`config.mk`:
```
export PLATFORM = sky130hd
export DESIGN_NAME = color_or_luma_key_alpha_generator_core
export DESIGN_NICKNAME = d
export VERILOG_FILES = /design/src/rtl/clkag_pkg.sv /design/src/rtl/color_or_luma_key_alpha_generator_core.sv
export SDC_FILE = /design/constraint.sdc
export NUM_CORES = 1
export LEC_CHECK = 0
export BUFFER_PORTS_ARGS = -buffer_cell sky130_fd_sc_hd__buf_2
export CAP_MARGIN = 25
export CORE_UTILIZATION = 62
export CTS_CLUSTER_SIZE = 14
export DETAILED_ROUTE_END_ITERATION = 12
export GPL_TIMING_DRIVEN = 0
export PLACE_DENSITY = 0.82
export SLEW_MARGIN = 20
export SYNTH_ARGS = -nofsm -noshare
export SYNTH_HDL_FRONTEND = slang
export SYNTH_SLANG_ARGS = --single-unit
```
`constraint.sdc`:
```
create_clock -name clk -period 4.9 [get_ports clk]
set_input_delay 0.245 -clock clk [delete_from_list [all_inputs] [get_ports clk]]
set_output_delay 0.245 -clock clk [all_outputs]
set_load 0.05 [all_outputs]
```
`src/rtl/clkag_pkg.sv`:
```
// Shared constants and arithmetic helpers for the color/luma key alpha generator.
// No dependencies; the core imports it.
package clkag_pkg;

  localparam int unsigned ChanW  = 8;
  localparam int unsigned ProdW  = 16;
  localparam int unsigned ModeW  = 3;
  localparam int unsigned IndexW = 8;

  localparam int unsigned InDataW  = 3 * ChanW;
  localparam int unsigned OutDataW = 4 * ChanW;

  // Grey weights, applied as floor(x * weight / 255).
  localparam logic [ProdW-1:0] WeightBlue  = 16'd28;
  localparam logic [ProdW-1:0] WeightGreen = 16'd150;
  localparam logic [ProdW-1:0] WeightRed   = 16'd76;

  localparam logic [ChanW-1:0] AlphaOpaque = 8'hFF;
  localparam logic [ChanW-1:0] AlphaClear  = 8'h00;

  // Alpha mode codes.
  localparam logic [ModeW-1:0] ModeGrey   = 3'd0;
  localparam logic [ModeW-1:0] ModeEqual  = 3'd1;
  localparam logic [ModeW-1:0] ModeGe     = 3'd2;
  localparam logic [ModeW-1:0] ModeLe     = 3'd3;
  localparam logic [ModeW-1:0] ModeGt     = 3'd4;
  localparam logic [ModeW-1:0] ModeLt     = 3'd5;
  localparam logic [ModeW-1:0] ModeOpaque = 3'd6;
  localparam logic [ModeW-1:0] ModeReset  = ModeOpaque;

  // Register indexes on the configuration port.
  localparam logic [IndexW-1:0] RegKeyRed   = 8'd0;
  localparam logic [IndexW-1:0] RegKeyGreen = 8'd1;
  localparam logic [IndexW-1:0] RegKeyBlue  = 8'd2;
  localparam logic [IndexW-1:0] RegMode     = 8'd3;

  // Per-channel weighted product.
  function automatic logic [ProdW-1:0] weigh(input logic [ChanW-1:0] x,
                                             input logic [ProdW-1:0] w);
    logic [2*ProdW-1:0] p;
    begin
      p = {{ProdW{1'b0}}, {(ProdW-ChanW){1'b0}}, x} * {{ProdW{1'b0}}, w};
      return p[ProdW-1:0];
    end
  endfunction

  // Exact floor(x / 255) for any x below 65535: (x + 1 + (x >> 8)) >> 8.
  // The products stay below 38251, so the quotient fits in 8 bits.
  function automatic logic [ChanW-1:0] div255(input logic [ProdW-1:0] x);
    logic [ProdW:0] s;
    begin
      s = {1'b0, x} + {{(ProdW-ChanW+1){1'b0}}, x[ProdW-1:ChanW]} + 17'd1;
      return s[ChanW+ChanW-1:ChanW];
    end
  endfunction

endpackage

```
`src/rtl/color_or_luma_key_alpha_generator_core.sv`:
```
// Color or luma key alpha generator: pixel stream in, pixel plus alpha out.
// Depends on clkag_pkg for weights, mode codes and the divide-by-255 helper.
//
// Usage. Pixels enter on the s_axis channel, one beat per pixel, blue in the
// low byte, then green, then red. Each leaves on the m_axis channel with the
// same three bytes and an alpha byte on top. Alpha is chosen by the mode
// register: pixel grey, exact key-color match, one of four comparisons of the
// key grey against the pixel grey, or always opaque (codes 6 and 7).
// Grey is floor(b*28/255) + floor(g*150/255) + floor(r*76/255).
//
// The pipeline has four register stages: weighted products, divide by 255,
// grey sum, alpha select. A new beat is accepted every cycle while the
// receiver keeps up and no configuration write is under way, so throughput
// is one pixel per clock. The per-stage arithmetic (one constant multiply,
// one add and shift, one three-input add, one compare) sets the clock.
//
// When the receiver holds m_axis_tready low while a beat waits, the whole
// pipeline freezes and s_axis_tready drops; nothing is lost or repeated.
// Configuration is written on the cfg channel, which is always ready; during
// a cycle with cfg_valid high no pixel is taken. The key grey follows the key
// registers through its own three-stage pipeline, which settles before any
// pixel taken after the write reaches the select stage. Reset (rst, sync,
// active high) empties the pipeline, clears the key to black and sets the
// mode to opaque.
module color_or_luma_key_alpha_generator_core (
  input  logic                           clk,
  input  logic                           rst,
  // Input pixels. tdata: [7:0] in_blue, [15:8] in_green, [23:16] in_red.
  input  logic                           s_axis_tvalid,
  output logic                           s_axis_tready,
  input  logic [clkag_pkg::InDataW-1:0]  s_axis_tdata,
  // Output pixels. tdata: [7:0] out_blue, [15:8] out_green, [23:16] out_red,
  // [31:24] alpha.
  output logic                           m_axis_tvalid,
  input  logic                           m_axis_tready,
  output logic [clkag_pkg::OutDataW-1:0] m_axis_tdata,
  // Configuration writes.
  input  logic                           cfg_valid,
  output logic                           cfg_ready,
  input  logic [clkag_pkg::IndexW-1:0]   cfg_index,
  input  logic [clkag_pkg::ChanW-1:0]    cfg_data
);
  import clkag_pkg::*;

  // Configuration registers.
  logic [ChanW-1:0] key_red;
  logic [ChanW-1:0] key_green;
  logic [ChanW-1:0] key_blue;
  logic [ModeW-1:0] alpha_mode;

  // Key grey pipeline, free running.
  logic [ProdW-1:0] kprod_b, kprod_g, kprod_r;
  logic [ChanW-1:0] kterm_b, kterm_g, kterm_r;
  logic [ChanW-1:0] key_grey;

  // Pixel pipeline.
  logic             v1, v2, v3, v4;
  logic [ChanW-1:0] p1_b, p1_g, p1_r;
  logic [ProdW-1:0] prod_b, prod_g, prod_r;
  logic [ChanW-1:0] p2_b, p2_g, p2_r;
  logic [ChanW-1:0] term_b, term_g, term_r;
  logic [ChanW-1:0] p3_b, p3_g, p3_r;
  logic [ChanW-1:0] grey3;
  logic [ChanW-1:0] p4_b, p4_g, p4_r;
  logic [ChanW-1:0] alpha4;
  logic [ChanW-1:0] alpha_next;
  logic [ChanW+1:0] grey_sum;

  logic advance;
  logic take;

  assign advance       = !v4 || m_axis_tready;
  assign s_axis_tready = advance && !cfg_valid;
  assign take          = s_axis_tvalid && s_axis_tready;
  assign cfg_ready     = 1'b1;

  always_ff @(posedge clk) begin
    if (rst) begin
      key_red    <= '0;
      key_green  <= '0;
      key_blue   <= '0;
      alpha_mode <= ModeReset;
    end else if (cfg_valid) begin
      unique case (cfg_index)
        RegKeyRed:   key_red    <= cfg_data;
        RegKeyGreen: key_green  <= cfg_data;
        RegKeyBlue:  key_blue   <= cfg_data;
        RegMode:     alpha_mode <= cfg_data[ModeW-1:0];
        default: ;
      endcase
    end
  end

  always_ff @(posedge clk) begin
    kprod_b  <= weigh(key_blue, WeightBlue);
    kprod_g  <= weigh(key_green, WeightGreen);
    kprod_r  <= weigh(key_red, WeightRed);
    kterm_b  <= div255(kprod_b);
    kterm_g  <= div255(kprod_g);
    kterm_r  <= div255(kprod_r);
    key_grey <= kterm_b + kterm_g + kterm_r;
  end

  always_ff @(posedge clk) begin
    if (rst) begin
      v1 <= 1'b0;
      v2 <= 1'b0;
      v3 <= 1'b0;
      v4 <= 1'b0;
    end else if (advance) begin
      v1 <= take;
      v2 <= v1;
      v3 <= v2;
      v4 <= v3;
    end
  end

  assign grey_sum = {2'b00, term_b} + {2'b00, term_g} + {2'b00, term_r};

  always_comb begin
    case (alpha_mode)
      ModeGrey:  alpha_next = grey3;
      ModeEqual: alpha_next = (p3_b == key_blue && p3_g == key_green && p3_r == key_red)
                              ? AlphaClear : AlphaOpaque;
      ModeGe:    alpha_next = (key_grey >= grey3) ? AlphaClear : AlphaOpaque;
      ModeLe:    alpha_next = (key_grey <= grey3) ? AlphaClear : AlphaOpaque;
      ModeGt:    alpha_next = (key_grey >  grey3) ? AlphaClear : AlphaOpaque;
      ModeLt:    alpha_next = (key_grey <  grey3) ? AlphaClear : AlphaOpaque;
      default:   alpha_next = AlphaOpaque;
    endcase
  end

  always_ff @(posedge clk) begin
    if (advance) begin
      // Stage 1: weighted products.
      p1_b   <= s_axis_tdata[ChanW-1:0];
      p1_g   <= s_axis_tdata[2*ChanW-1:ChanW];
      p1_r   <= s_axis_tdata[3*ChanW-1:2*ChanW];
      prod_b <= weigh(s_axis_tdata[ChanW-1:0], WeightBlue);
      prod_g <= weigh(s_axis_tdata[2*ChanW-1:ChanW], WeightGreen);
      prod_r <= weigh(s_axis_tdata[3*ChanW-1:2*ChanW], WeightRed);
      // Stage 2: exact floor division by 255.
      p2_b   <= p1_b;
      p2_g   <= p1_g;
      p2_r   <= p1_r;
      term_b <= div255(prod_b);
      term_g <= div255(prod_g);
      term_r <= div255(prod_r);
      // Stage 3: grey sum, at most 254.
      p3_b   <= p2_b;
      p3_g   <= p2_g;
      p3_r   <= p2_r;
      grey3  <= grey_sum[ChanW-1:0];
      // Stage 4: alpha select.
      p4_b   <= p3_b;
      p4_g   <= p3_g;
      p4_r   <= p3_r;
      alpha4 <= alpha_next;
    end
  end

  assign m_axis_tvalid = v4;
  assign m_axis_tdata  = {alpha4, p4_r, p4_g, p4_b};

`ifndef SYNTHESIS
  // A configuration write cycle never takes a pixel.
  a_no_take_on_cfg: assert property (@(posedge clk) disable iff (rst)
    cfg_valid |-> !s_axis_tready)
    else $error("pixel accepted during a configuration write");

  // In opaque mode every delivered beat carries full alpha.
  a_opaque: assert property (@(posedge clk) disable iff (rst)
    (m_axis_tvalid && alpha_mode == ModeOpaque) |-> m_axis_tdata[31:24] == AlphaOpaque)
    else $error("opaque mode produced a non-opaque alpha");

  // Grey never reaches 255.
  a_grey_range: assert property (@(posedge clk) disable iff (rst)
    (m_axis_tvalid && alpha_mode == ModeGrey) |-> m_axis_tdata[31:24] != AlphaOpaque)
    else $error("grey alpha out of range");

  // An accepted pixel reaches stage one on the next edge.
  a_enter: assert property (@(posedge clk) disable iff (rst)
    (s_axis_tvalid && s_axis_tready) |=> v1)
    else $error("accepted pixel lost at pipeline entry");
`endif

endmodule

```
* Word level (Yosys, flattened, before mapping)
Cells that the tools add are included.
Storage, ports and cells: flip-flop bits (word level) 276, input port bits 45, output and inout bits 35, logic and storage cells 91
Operators by class: add/subtract/negate cells 16, multiply operators 6, $lt $le $gt $ge 4, equal/unequal tests 11, multiplexer cells 6, reductions and logical operators 13
Operators with widths (number):
- 16-bit by 1-bit adder with 16-bit output (second input constant) | 4
- 8-bit case mux with 6 select lines | 1
- 8-bit 2-to-1 mux | 5
- 15-bit by 7-bit adder with 16-bit output | 2
- 16-bit by 8-bit adder with 16-bit output | 2
- 14-bit by 1-bit adder with 15-bit output (second input constant) | 2
- 8-bit by 7-bit multiplier with 15-bit output (second input constant) | 2
- 13-bit by 5-bit adder with 14-bit output | 2
- 8-bit by 5-bit multiplier with 13-bit output (second input constant) | 2
- 8-bit adder | 3
- 8-bit == test | 3
- 8-bit by 3-bit multiplier with 11-bit output (second input constant) | 2
- 8-bit by 2-bit == test with 1-bit output (second input constant) | 2
- 7-bit by 8-bit adder with 8-bit output | 1
- 8-bit by 1-bit == test with 1-bit output (second input constant) | 1
- 8-bit greater-or-equal comparator | 1
- 8-bit > comparator | 1
- 8-bit less-or-equal comparator | 1
- 8-bit logical NOT | 1
- 8-bit less-than comparator | 1
- 2-bit AND reduction | 4
- 3-bit by 2-bit == test with 1-bit output (second input constant) | 2
- 3-bit == test (second input constant) | 2
- 1-bit logical AND | 4
- 4 further kinds | 5

* Depth between registers and ports, before layout
Gate-level depths: netlist (run 1).
depth in word-level cells 5, gate-level depth with buffers 13, mapped depth without buffers 13

* Worst setup path before layout (run 1)
No wires, ideal clock.
kind register to register, start point register v4 (netlist: m_axis_tvalid), end point register alpha4[0] (enable), library setup time 0.521 ns, arrival time 4.125 ns, required time 4.379 ns, path slack 0.254 ns, cell stages (with the launch flop) 4, buffers on the path 1, period minus slack after synthesis 4.646 ns, cells stage by stage dfxtp_1 -> nor2b_1 -> clkbuf_1 -> inv_1
On the way: longest elaborated chain between the ends 2
Ends and longest elaborated chain:
- start, declared | RTL line color_or_luma_key_alpha_generator_core.sv:57 | logic v1, v2, v3, v4;
- start signal, assigned | RTL line color_or_luma_key_alpha_generator_core.sv:114 | v4 <= v3;
- 1-bit logical NOT | RTL line color_or_luma_key_alpha_generator_core.sv:72 | assign advance = !v4 || m_axis_tready;
- 1-bit logical OR | RTL line color_or_luma_key_alpha_generator_core.sv:72
- end signal, assigned | RTL line color_or_luma_key_alpha_generator_core.sv:158 | alpha4 <= alpha_next;
- end, declared | RTL line color_or_luma_key_alpha_generator_core.sv:65 | logic [ChanW-1:0] alpha4;
No other way between the ends. A chain may end at the register's enable or synchronous reset.

* Worst setup path after layout (run 1)
start point input port s_axis_tdata[12] in the netlist's numbering, end point register prod_g[15] (data pin)
On the way: longest elaborated chain between the ends 1
Ends and longest elaborated chain:
- start, declared | RTL line color_or_luma_key_alpha_generator_core.sv:31 | input logic [clkag_pkg::InDataW-1:0] s_axis_tdata,
- 8-bit by 7-bit multiplier with 15-bit output | RTL line clkag_pkg.sv:42 | p = {{ProdW{1'b0}}, {(ProdW-ChanW){1'b0}}, x} * {{ProdW{1'b0}}, w};
- end signal, assigned | RTL line color_or_luma_key_alpha_generator_core.sv:140 | prod_g <= weigh(s_axis_tdata[2*ChanW-1:ChanW], WeightGreen);
- end, declared | RTL line color_or_luma_key_alpha_generator_core.sv:59 | logic [ProdW-1:0] prod_b, prod_g, prod_r;
No other way between the ends.

==> results of run 1 <==
area by class of cell:
cell class,count,share of cell area (%)
clock inverters,14,0.9957
clock buffers,37,5.009
repair buffers,105,4.151
flip-flops and latches,270,43.50
inverters,111,2.597
well taps,285,2.183
multi-input cells,766,41.31
plain buffers,8,0.2528
synth_stat cells (6+ instances only):
cell type | instances | area (sq um)
xor2_1 | 37 | 324.1
inv_1 | 111 | 416.7
nand2_1 | 41 | 153.9
o21ai_0 | 41 | 205.2
fa_1 | 52 | 1041
nor2_1 | 80 | 300.3
a21o_2 | 6 | 52.55
and3_1 | 10 | 62.56
nand4_1 | 11 | 68.82
ha_1 | 186 | 2327
a21oi_1 | 58 | 290.3
clkbuf_1 | 6 | 22.52
nor3_1 | 15 | 75.07
a21o_1 | 21 | 157.7
o21a_1 | 17 | 127.6
xnor2_1 | 75 | 656.9
nand3_1 | 20 | 100.1
dfxtp_1 | 100 | 2002
o21bai_1 | 9 | 67.56
edfxtp_1 | 170 | 5105
mux2i_1 | 26 | 260.3
through the flow:
stage	power [uW]	util, %	std cells	setup TNS [ns]
2_1_floorplan	4013	-	1155	0
3_3_place_gp	4318	66.52	1518	-85.30
3_5_place_dp	4427	66.67	1519	0
4_1_cts	6633	72.15	1596	0
5_1_grt	6923	72.15	1596	0
6_report	6618	72.15	1596	0
final timing paths:
check	from	to	slack [ns]	cells after the start
worst min-delay path	cfg_data[0]	key_green[0]$_SDFFE_PP0P_	0.01	3
worst max register to register	key_green[4]$_SDFFE_PP0P_	kprod_g[15]$_DFF_P_	1.36	12
worst min register to register	p2_b[7]$_DFFE_PN_	p3_b[7]$_DFFE_PN_	0.41	0
worst max-delay path	s_axis_tdata[12]	prod_g[15]$_DFFE_PN_	1.25	14
logic make-up (layout without fill, tap and decap cells):
group / after synthesis / after routing
flops: 270 / 270
other cells: 1 / 1
mux: 26 / 26
simple gates: 206 / 206
xor+xnor: 112 / 112
compound gates: 183 / 183
fa+ha+maj: 238 / 238
buf+inv: 119 / 275
worst max-delay path: cells and delay by family:
| kind | cells | cell delay, ns |
|---|---|---|
| buffers and inverters | 4 | 0.85 |
| and+or+nand+nor | 1 | 0.08 |
| adders and majority gates | 5 | 1.92 |
| AOI/OAI and AO/OA | 4 | 0.81 |
power breakdown:
part	internal (uW)	leakage (uW)	switching [uW]
Sequential	2800	0.00259	198
Clock	1330	0.000490	859
Combinational	637	0.00444	791
Total	4770	0.00752	1850
layer usage:
layer | up-vias | share of wire, %
li1 | 4369 | -
met1 | 4257 | 42
met2 | 164 | 52
met3 | 52 | 3.3
met4 | 0 | 3.0
met5 | - | 0
state kept, by name, indices dropped and copies added, names as in the netlist, 10 cells and up:
name,flops
kprod_b,11
kprod_g,15
kprod_r,13
prod_b,10
prod_g,14
prod_r,12
==> impl_metrics.ini, run 1 <==
[status]
status = finished clean

[power]
leakagePower_uw = 0.007519
vdd_drop_max_mv = 0.3163
power.density_nw_per_um2 = 405.1

[global_routing]
grt_max_degree = 122
grt_pass1_vias = 9133
top_usage_layer = met2
grt_usage_pct = 23.51
met1_usage_pct = 27.83
grt_overflow = 0
antenna_found_initial = 0
grt_pass1_wl_mm = 43.84
grt_use_met2_pct = 43.83
use_met3_pct = 2.959

[routing]
dr.pass1.iters = 7
routed_wl_mm = 27.11
drt_iter0_markers = 549
avgViaCountPerCell = 5.540
vias = 8842
drc = 0
wl_per_cell_um = 16.98
drtAntennaViolNets = 0

[cells_and_area]
final_cell_mix = ha_1 (186), edfxtp_1 (170), inv_1 (110), dfxtp_1 (100), nor2_1 (80)
fillers = 1509
final_nets = 1573
multi_input_area_sq_um = 6748
stdcell_area_sq_um = 16340
area.sequential_sq_um = 7107
n_antenna_cell = 0
drive_gt1_share_pct = 10.98
area_growth_pct = 14.14
layout_commonest_cell = ha_1

[floorplanning]
die_height_um = 153.9
die_x_um = 153.9
coreArea_sq_um = 22640
die-area_sq_um = 23700
ioPinCount = 80
initial_core_util_pct = 63.22
rows = 55

[synth]
synthCells = 1155
synthXorXnorAreaFrac_pct = 6.854
synthSimpleGateAreaFrac_pct = 6.784
synth.distinct_cells = 47
ys_warn_count = 0
yosysSeqAreaShare_pct = 49.65
synth_fa_ha_area_share_pct = 23.53
synth-async-reset-ratio_pct = 0
syn_area_per_cell_sq_um = 12.39
synth_top_family_by_area = adder cells
syn-num-nets = 1438
synth.area.mux_share_pct = 1.818
synth_compound_area_share_pct = 8.130
netlist_area_sq_um = 14310
ys_ff_latch = 270
ys.flop_type = edfxtp_1
synth_enable_flop_cells = 170

[sta]
hold_viol_final = 0
finalMaxSlewViolations = 0
clock.fmax_mhz = 274.0
period_share_pct = 74.48
whs_ns = 0.01064
setup_viol = 0
finalClockSkew_ns = 0.01613
post-route-min-period_ns = 3.649
setup_ws_ns = 1.251
grt_setup_unrepaired = false
worst_slew_pin_slew_ns = 0.7898
slew_headroom_pct = 46.94

[worst_setup_path]
cp_slowest_cell = dlygate4sd3_1
slowest_delay_ns = 0.57
worstSetupEndpointType = register
critPathKind = in -> reg
cp_common_cell = ha_1
path_cells = dlygate4sd3_1, buf_2, ha_1, ha_1, inv_1, fa_1, fa_1, inv_1, ha_1, nand2_1, o21ai_0, o31a_1, a21oi_1, o21ai_0
crit_arrival_ns = 3.91
cp_max_fo = 5
worstSetupStartpointType = primary input
worstPathRequired_ns = 5.16

[cts]
clkLatencyLatePin_ns = 0.54
hold_buffers = 26
cts_tree = built
clk_pin_slew_ns = 0.06
root_buffer = clkbuf_16
cts_buffers = 28
htreeDepth = 1
post_cts_buffers = 0
clockBufferDepth = 3
cts.sinks = 270
cts_resized = 0

[place]
port_buffers = 78
dpl_cell_area_sq_um = 15090
gp_congestion = 0.8672
place_ws_ns = 1.338
post-dp-hpwl_mm = 20.17

[run]
cap_viol_max_count = 0

[hold_path]
hold_class = in -> reg
(Power assumes the default switching activity.)
==> run 2, diff against run 1 <==
==> constraint.sdc (replaced) <==
create_clock -name clk -period 3.5 [get_ports clk]
set_input_delay 0.175 -clock clk [delete_from_list [all_inputs] [get_ports clk]]
set_output_delay 0.175 -clock clk [all_outputs]
set_load 0.05 [all_outputs]
==> impl_metrics.ini, run 2 (synthesized netlist as in run 1, its figures left out) <==
[status]
status = finished clean

[worst_setup_path]
reg2reg_depth = 12
r2r_end = kprod_g[11]$_DFF_P_
r2r-start = key_green[4]$_SDFFE_PP0P_
cp_max_fo = 6
worstSetupEndpointType = register
worstPathRequired_ns = 3.95
worstSetupStartpointType = register
critPathKind = reg -> reg
crit_arrival_ns = 3.82
reg2reg_slack_ns = 0.13

[sta]
period_share_pct = 96.42
finalClockSkew_ns = 0.02340
grt_setup_unrepaired = false
setup_viol = 0
worst_slew_pin_slew_ns = 0.7906
slew_headroom_pct = 46.88
finalMaxSlewViolations = 0
hold_viol_final = 0
clock.fmax_mhz = 296.3
post-route-min-period_ns = 3.375
setup_tns_ns = 0
setup_ws_ns = 0.1252

[routing]
drt_iter0_markers = 742
wl_per_cell_um = 17.58
vias = 9056
drc = 0
drtAntennaViolNets = 0
routed_wl_mm = 28.22
dr.pass1.iters = 5
avgViaCountPerCell = 5.642

[floorplanning]
die_height_um = 153.9
coreArea_sq_um = 22640
initial_core_util_pct = 63.22
ioPinCount = 80
die-area_sq_um = 23700
die_x_um = 153.9
rows = 55

[cells_and_area]
largest_reg_flops = 15
stdcell_area_sq_um = 16330
n_antenna_cell = 0
fillers = 1465
layout_commonest_cell = ha_1
regMostFlops = kprod_g
area_growth_pct = 14.09
drive_gt1_share_pct = 11.14
final_nets = 1583
final_cell_mix = ha_1 (185), edfxtp_1 (170), inv_1 (110), dfxtp_1 (95), nor2_1 (80)
reg_top3 = kprod_g x15, prod_g x14, kprod_r x13

[place]
gp_congestion = 0.8703
dpl_cell_area_sq_um = 15150
place_ws_ns = -0.09544
post-dp-hpwl_mm = 20.52
port_buffers = 78

[global_routing]
grt_overflow = 0
antenna_found_initial = 0
grt_pass1_vias = 9361
grt_usage_pct = 24.95
grt_max_degree = 40
grt_pass1_wl_mm = 46.16

[power]
power.clock.fraction_pct = 29.9
vdd_drop_max_mv = 0.4420
internal_power_uw = 6324
power_uw = 8937
power.density_nw_per_um2 = 547.3
p_switching_uw = 2613
leakagePower_uw = 0.007474
p_comb_share_pct = 23.2
p_seq_share_pct = 47.0
swShare_pct = 29.23

[cts]
cts_buffers = 27
clk_pin_slew_ns = 0.06
htreeDepth = 1
clockBufferDepth = 3
post_cts_buffers = 0
clkLatencyLatePin_ns = 0.54
root_buffer = clkbuf_16
cts_tree = built
cts.sinks = 270

[hold_path]
hold_end = v1$_SDFFE_PP0N_
min_path_cells = 4
hold_class = in -> reg
hold_path.startpoint = s_axis_tvalid

[run]
cap_viol_max_count = 0
-- run 2: changes by cell type in the layout (fill, tap and decap cells not counted), moves of 3 or more --
cell / change
dlygate4sd3_1: +8
clkinvlp_4: +5
dfxtp_2: +3
clkbuf_16: -3
clkinv_1: +3
clkbuf_1: +3
clkbuf_8: -4
buf_12: +4
dfxtp_1: -5
-- run 2: what timing repair did --
action | 4_1_cts | 5_1_grt
setup endpoints to repair | 2 | 7
pin swaps | 0 | 1
hold endpoints to repair | 50 | 0
hold buffers | 34 | 0
gates resized for setup | 3 | 7
-- run 2: metrics by stage --
| stage | cells | hold slack, ns | util [%] |
|---|---|---|---|
| after global placement | 1518 | 0.4006 | 66.57 |
| final | 1605 | 0.05402 | 72.12 |
| after detailed placement | 1522 | 0.4045 | 66.92 |
| after CTS | 1605 | 0.03917 | 72.01 |
| after floorplan | 1155 | 0.2694 | - |
| after global routing | 1605 | 0.07303 | 72.12 |
-- run 2: worst max path at each step --
stage	slack, ns	endpoint	startpoint
2_1_floorplan	-0.16	alpha4[0]$_DFFE_PN_	m_axis_tvalid$_SDFFE_PP0N_
3_3_place_gp	-0.85	alpha4[5]$_DFFE_PN_	m_axis_tvalid$_SDFFE_PP0N_
3_5_place_dp	-0.1	kprod_g[13]$_DFF_P_	key_green[4]$_SDFFE_PP0P_
6_report	0.13	kprod_g[11]$_DFF_P_	key_green[4]$_SDFFE_PP0P_
4_1_cts	0.01	prod_g[15]$_DFFE_PN_	s_axis_tdata[12]
5_1_grt	0.003	kprod_g[15]$_DFF_P_	key_green[6]$_SDFFE_PP0P_
-- run 2: power by group through the flow --
| stage | sequential (uW) | clock, uW | combinational [uW] |
|---|---|---|---|
| 2_1_floorplan | 4210 | 0 | 1410 |
| 3_3_place_gp | 4230 | 0 | 1810 |
| 3_5_place_dp | 4250 | 0 | 1920 |
| 4_1_cts | 4190 | 2700 | 2040 |
| 5_1_grt | 4220 | 2830 | 2350 |
| 6_report | 4200 | 2670 | 2070 |
-- run 2: metal layers --
layer | track usage [%] | up-vias | share of wire [%]
met1 | 29.25 | 4379 | 40
met2 | 45.67 | 214 | 52
li1 | - | 4382 | -
met5 | 0 | - | 0
met3 | 2.790 | 81 | 3.7
met4 | 11.76 | 0 | 4.3
-- run 2: final cells by class --
type,instances,area [sq um],area share [%]
buffer,8,45.04,0.2758
clock buffer,33,698.2,4.276
clock inverter,16,112.6,0.6896
inverter,111,420.4,2.575
multi-input combinational,766,6768,41.45
sequential,270,7118,43.59
tap,285,356.6,2.184
timing repair buffer,116,810.8,4.965
-- run 2: worst max-delay path: stages (launching register included) --
cell and delay [ns]:
dfxtp_4 0.37, ha_1 0.30, ha_1 0.27, inv_1 0.05, fa_1 0.51, fa_1 0.52, inv_1 0.04, ha_1 0.35
nand2_1 0.08, o21ai_0 0.10, o31a_1 0.30, a21oi_1 0.22, xnor2_1 0.15
